**src/rtl/core/scll_pkg.sv**
```systemverilog
// Package for the shell command line lexer.
// Holds the character codes, the lexer flag state type and the result entry type.
// No dependencies.
`timescale 1ns / 1ps
`default_nettype none

package scll_pkg;

    localparam logic [7:0] CH_BACKSLASH = 8'h5C;
    localparam logic [7:0] CH_DQUOTE    = 8'h22;
    localparam logic [7:0] CH_SQUOTE    = 8'h27;
    localparam logic [7:0] CH_AMP       = 8'h26;
    localparam logic [7:0] CH_NEWLINE   = 8'h0A;
    localparam logic [7:0] CH_SPACE     = 8'h20;
    localparam logic [7:0] CH_TAB       = 8'h09;
    localparam logic [7:0] CH_CR        = 8'h0D;

    // Results one input item can cause: held '&', the byte itself, end marker.
    localparam int unsigned MAX_RESULTS = 3;

    typedef struct packed {
        logic in_double_quotes;
        logic in_single_quotes;
        logic escape_pending;
        logic ampersand_held;
        logic token_open;
        logic command_open;
    } lex_state_t;

    typedef struct packed {
        logic [7:0] out_byte;
        logic       token_begin;
        logic       command_begin;
        logic       end_marker;
        logic       run_last;
    } lex_result_t;

endpackage

`default_nettype wire

```
**src/rtl/core/shell_command_line_lexer.sv**
```systemverilog
// Top level of the shell command line lexer: quote-aware tokenizer over a byte stream.
// Depends on scll_pkg for character codes and the state and result types.
// The first result of an item is registered and shown in the cycle after the item is accepted.
// Flow: one item per cycle while each item causes at most one result and m_tready is high;
// an item causing more results (up to 3) holds the input while the queue drains one entry per cycle.
// Reset: aresetn is synchronous and active low; it clears the flags and empties the queue.
`timescale 1ns / 1ps
`default_nettype none

module shell_command_line_lexer (
    input  wire logic       aclk,
    input  wire logic       aresetn,
    // Input channel.
    input  wire logic       s_tvalid,
    output logic            s_tready,
    input  wire logic [7:0] s_tdata,   // [7:0] text_byte
    input  wire logic       s_tlast,   // final_byte
    // Result channel.
    output logic            m_tvalid,
    input  wire logic       m_tready,
    output logic [7:0]      m_tdata,   // [7:0] out_byte
    output logic [2:0]      m_tuser,   // [0] token_begin, [1] command_begin, [2] end_marker
    output logic            m_tlast    // run_last
);

    // Lexer flags, updated once for every accepted item.
    scll_pkg::lex_state_t  state_reg;
    scll_pkg::lex_state_t  state_next;

    // Result queue. Entry 0 is always the one shown on the output channel; a
    // completed transfer shifts the remaining entries down by one.
    scll_pkg::lex_result_t queue_reg [scll_pkg::MAX_RESULTS];
    scll_pkg::lex_result_t res_next  [scll_pkg::MAX_RESULTS];
    logic [1:0]            count_reg;
    logic [1:0]            count_next;

    logic [7:0] in_byte;
    logic       in_final;
    logic       in_accept;
    logic       out_pop;

    assign in_byte  = s_tdata;
    assign in_final = s_tlast;

    assign out_pop   = m_tvalid && m_tready;
    // A new item is taken when the queue is empty, or when its only entry
    // leaves in this same cycle; the new results then fill it from the bottom.
    assign s_tready  = (count_reg == 2'd0) || ((count_reg == 2'd1) && m_tready);
    assign in_accept = s_tvalid && s_tready;

    assign m_tvalid = (count_reg != 2'd0);
    assign m_tdata  = queue_reg[0].out_byte;
    assign m_tuser  = {queue_reg[0].end_marker, queue_reg[0].command_begin,
                       queue_reg[0].token_begin};
    assign m_tlast  = queue_reg[0].run_last;

    function automatic scll_pkg::lex_result_t make_result(
        input logic [7:0] value,
        input logic       tb,
        input logic       cb,
        input logic       em
    );
        scll_pkg::lex_result_t r;
        r.out_byte      = value;
        r.token_begin   = tb;
        r.command_begin = cb;
        r.end_marker    = em;
        r.run_last      = 1'b0;
        return r;
    endfunction

    // Single pass over one byte. The flags are worked through in the same order
    // as the lexing rules: release or merge a held ampersand first, then the
    // escape and quote handling, then the byte's own effect, then the flush on
    // the final byte.
    always_comb begin
        scll_pkg::lex_state_t st;
        logic [1:0] n;
        logic       consumed;
        logic       dropped;
        logic       quoted;
        logic       blank;

        st       = state_reg;
        n        = 2'd0;
        consumed = 1'b0;
        dropped  = 1'b0;
        quoted   = 1'b0;
        blank    = 1'b0;
        for (int i = 0; i < scll_pkg::MAX_RESULTS; i++) begin
            res_next[i] = '0;
        end

        if (st.ampersand_held) begin
            st.ampersand_held = 1'b0;
            if (in_byte == scll_pkg::CH_AMP) begin
                // Unquoted "&&": ends the command, both characters vanish.
                st.token_open   = 1'b0;
                st.command_open = 1'b0;
                consumed        = 1'b1;
            end else begin
                res_next[n]     = make_result(scll_pkg::CH_AMP, !st.token_open,
                                              !st.command_open, 1'b0);
                st.token_open   = 1'b1;
                st.command_open = 1'b1;
                n               = n + 2'd1;
            end
        end

        if (!consumed) begin
            // A backslash only shields the next byte from toggling a quote
            // state; the backslash is kept as a token byte and the next byte has its usual effect.
            if (st.escape_pending) begin
                st.escape_pending = 1'b0;
            end else if (in_byte == scll_pkg::CH_BACKSLASH) begin
                st.escape_pending = 1'b1;
            end else if (in_byte == scll_pkg::CH_DQUOTE && !st.in_single_quotes) begin
                st.in_double_quotes = !st.in_double_quotes;
                dropped             = 1'b1;
            end else if (in_byte == scll_pkg::CH_SQUOTE && !st.in_double_quotes) begin
                st.in_single_quotes = !st.in_single_quotes;
                dropped             = 1'b1;
            end

            if (!dropped) begin
                quoted = st.in_double_quotes || st.in_single_quotes;
                blank  = (in_byte inside {[scll_pkg::CH_TAB:scll_pkg::CH_CR],
                                          scll_pkg::CH_SPACE});
                if (!quoted && in_byte == scll_pkg::CH_AMP) begin
                    st.ampersand_held = 1'b1;
                end else if (!quoted && in_byte == scll_pkg::CH_NEWLINE) begin
                    st.token_open   = 1'b0;
                    st.command_open = 1'b0;
                end else if (!quoted && blank) begin
                    st.token_open = 1'b0;
                end else begin
                    res_next[n]     = make_result(in_byte, !st.token_open,
                                                  !st.command_open, 1'b0);
                    st.token_open   = 1'b1;
                    st.command_open = 1'b1;
                    n               = n + 2'd1;
                end
            end
        end

        if (in_final) begin
            // Flush a held ampersand, add the end marker and return to reset.
            if (st.ampersand_held) begin
                res_next[n] = make_result(scll_pkg::CH_AMP, !st.token_open,
                                          !st.command_open, 1'b0);
                n           = n + 2'd1;
            end
            res_next[n] = make_result(8'h00, 1'b0, 1'b0, 1'b1);
            n           = n + 2'd1;
            st          = '0;
        end

        for (int i = 0; i < scll_pkg::MAX_RESULTS; i++) begin
            res_next[i].run_last = (2'(i + 1) == n);
        end

        state_next = st;
        count_next = n;
    end

    // Flags and queue occupancy.
    always_ff @(posedge aclk) begin
        if (!aresetn) begin
            state_reg <= '0;
            count_reg <= 2'd0;
        end else begin
            if (in_accept) begin
                state_reg <= state_next;
                count_reg <= count_next;
            end else if (out_pop) begin
                count_reg <= count_reg - 2'd1;
            end
        end
    end

    // Queue payload: loaded whole on an accepted item, shifted on a transfer.
    always_ff @(posedge aclk) begin
        if (in_accept) begin
            for (int i = 0; i < scll_pkg::MAX_RESULTS; i++) begin
                queue_reg[i] <= res_next[i];
            end
        end else if (out_pop) begin
            for (int i = 0; i < scll_pkg::MAX_RESULTS - 1; i++) begin
                queue_reg[i] <= queue_reg[i + 1];
            end
        end
    end

endmodule

`default_nettype wire

```
**config.mk**
```make
export PLATFORM = sky130hd
export DESIGN_NAME = shell_command_line_lexer
export DESIGN_NICKNAME = d
export VERILOG_FILES = /design/src/rtl/core/scll_pkg.sv /design/src/rtl/core/shell_command_line_lexer.sv
export SDC_FILE = /design/constraint.sdc
export NUM_CORES = 1
export LEC_CHECK = 0
export ABC_AREA = 0
export BUFFER_PORTS_ARGS = -buffer_cell sky130_fd_sc_hd__buf_4
export CORE_ASPECT_RATIO = 1.1
export CORE_MARGIN = 4
export CORE_UTILIZATION = 45
export DETAILED_ROUTE_END_ITERATION = 16
export MAX_ROUTING_LAYER = met4
export SYNTH_ARGS = -nofsm -noshare
export SYNTH_HDL_FRONTEND = slang
export SYNTH_SLANG_ARGS = --single-unit
export TNS_END_PERCENT = 50
```
**constraint.sdc**
```tcl
create_clock -name aclk -period 5.2 [get_ports aclk]
set_clock_uncertainty 0.2 [all_clocks]
set_input_delay 0.52 -clock aclk [delete_from_list [all_inputs] [get_ports aclk]]
set_output_delay 0.52 -clock aclk [all_outputs]
set_load 0.02 [all_outputs]
```
==> flow_summary.yaml <==
run_status:
  status: "completed"
setup_path:
  crit_required_ns: 5.12
  start_kind: "input port"
  crit_arrival_ns: 4.20
  cp-end-kind: "register"
  slowest_delay_ns: 0.57
  path_buf_inv: 3
  path_delay_family: "simple AND/OR/NAND/NOR gates"
  crit_chain: "buf_4, nor4b_4, nand2_2, nand2_1, inv_1, ha_1, nand3_1, o2bb2ai_1, ha_1, nor2_1, nand2_1, o21ai_2, inv_1, ha_1, nor2_1, or4b_1, o211ai_1"
  critical_path_class: "in2reg"
  cp_slowest_cell: "nor4b_4"
  crit_fanout: 12
  crit_path_frequent_cell: "ha_1"
clock_tree:
  numCtsBuffers: 5
  clock_path_buffers: 2
  clkSinkCount: 37
  post_cts_resized: 0
  post_cts_buffers: 0
  cts_tree: "done"
  cts_max_level: 2
  hold_buffers: 0
  clock_latency_ns: 0.29
  cts_root_buffer: "clkbuf_8"
  path_clk_slew_ns: 0.07
layout:
  final_cell_mix: "edfxtp_1 (29), buf_4 (27), nor2_1 (23), nand2_1 (21), o21ai_0 (14)"
  syn2layout_area_growth_pct: 8.696
  largest_reg_flops: 29
  final_util_pct: 50.44
  diodes: 0
  final_nets: 288
  drive_gt1_share_pct: 19.78
  layout_commonest_cell: "edfxtp_1"
sta:
  worst_slew_pin_slew_ns: 0.6775
  hold_ws_ns: 0.3123
  setup_viol: 0
  tns_ns: 0
  drv_slew: 0
  relSlewSlack_pct: 54.83
  fin_crit_sh_pct: 82.35
  hold_viol_final: 0
  fin_crit_ns: 4.282
  rsz0062_at_grt: "false"
  clock.fmax_mhz: 233.5
global_route:
  grt_max_degree: 30
  gr-usage-all-layers_pct: 17.79
  antenna_found_initial: 0
  grt_pass1_wl_um: 9459
  overflow: 0
  grt_pass1_vias: 1905
yosys:
  synthDominantCellAreaShare_pct: 34.78
  synthCells: 259
  synth_area_sq_mm: 0.002504
  ys_types: 64
  synth_fa_ha_area_share_pct: 3.998
  synthMuxAreaShare_pct: 1.299
  yosys.area_share.simple_pct: 23.74
  synth_flop_cell: "edfxtp_1"
  yosys_warnings: 0
  synth_compound_area_share_pct: 21.84
  synth-seq-cells: 37
  synth_top_area_cell: "edfxtp_1"
  synth_edf_count: 29
  synth_nets: 280
  ys_seq_area_share_pct: 41.18
  synthXorXnorAreaFrac_pct: 0
  synth_top_family_by_area: "simple AND/OR/NAND/NOR gates"
  ys_top_cells_by_area: "edfxtp_1 (35%), dfxtp_1 (6.4%), ha_1 (4.0%)"
  avgSynthCellArea_sq_um: 9.667
  async_flop_share_pct: 0
min_path:
  hp-class: "reg2reg"
place:
  gpl.final_weighted_congestion: 0.9086
  portBuffers: 26
  dp_hpwl_um: 3956
floorplanning:
  dieArea_sq_mm: 0.006823
  rows: 28
  core_sq_mm: 0.005395
  initial_utilization_pct: 46.41
  die_w_um: 79.12
  boundaryPins: 27
  die_h_um: 86.23
routing:
  route.final.wire_length_um: 5465
  drt_pass1_iterations: 4
  top_layer: "met4"
  routed-wl-met3_um: 175
  final_antenna_net_count: 0
  vias: 1933
  wl_met1_um: 2657
  met2_length_um: 2560
  drtIter0Drc: 160
  vias_per_cell: 5.636
  drc: 0
  wire_per_inst_um: 15.93
power_and_ir_drop:
  leakage_uw: 0.001075
  powerDensity_mw_per_mm2: 337.2
  irDropWorstVdd_uv: 213.6
job:
  maxCapViolCount: 0
## cells in the mapped netlist (3+ instances only)
cell,n
nand2b_1,4
a21bo_2,3
clkbuf_1,7
dfxtp_1,8
o31ai_1,4
nand4_1,4
and2_1,5
a211oi_1,3
nand2_1,21
o211ai_1,3
edfxtp_1,29
or2_2,3
o21ai_0,14
nor2_1,23
ha_1,8
a21boi_0,4
o21ai_1,4
buf_4,11
nand3b_1,3
a21o_1,4
buf_2,5
nand3_1,11
and3_1,4
a31oi_1,4
a22o_1,6
inv_1,10
a21oi_1,8
## where the power goes
part | internal, uW | leakage (uW) | switching [uW]
combinational | 111 | 0.000674 | 183
clock | 93.0 | 0.0000450 | 105
sequential | 406 | 0.000356 | 20.1
## kinds of logic (layout without fill, tap and decap cells)
group                    after synthesis  count (layout)
AO/OA/AOI/OAI                         74              74
AND/OR/NAND/NOR                      101             101
buffers and inverters                 36              45
flip-flops                            37              37
multiplexers                           3               3
adder cells (fa/ha/maj)                8               8
## final cells by class
class	instances	area [sq um]
clock buffer	6	72.57
fill	531	2674
clock inverter	2	10.01
sequential	37	1031
multi-input combinational	186	1274
timing repair buffer	27	202.7
inverter	10	37.54
tap	75	93.84
## worst min-delay path, delay by kind of cell (launching register included)
kind / cells / cell delay (ns)
flops: 1 / 0.32
simple gates: 2 / 0.09
## per-layer routing
layer	global-route usage (%)	up-vias
li1	-	971
met1	24.01	921
met2	27.87	34
met3	2.911	7
met4	4.844	0
met5	-	-
## final timing paths
| kind | cells past startpoint | slack [ns] | startpoint | to |
|---|---|---|---|---|
| max | 17 | 0.92 | s_tdata[4] | queue_reg[0][3] |
| min | 2 | 0.31 | queue_reg[0][13] | queue_reg[0][1] |
| max reg2reg | 16 | 1.21 | state_reg[5] | queue_reg[0][3] |
| min reg2reg | 2 | 0.31 | queue_reg[0][13] | queue_reg[0][1] |
## stage by stage
step	cell area, sq um	worst slack [ns]	std cells	total power [uW]
3_3_place_gp	2639	0.8486	335	726.6
6_report	2721	0.9179	343	917.7
4_1_cts	2721	0.9561	343	923.9
2_1_floorplan	2504	1.363	259	653.3
3_5_place_dp	2639	0.7248	335	728.0
5_1_grt	2721	0.6153	343	970.5
(Power assumes the default switching activity.)
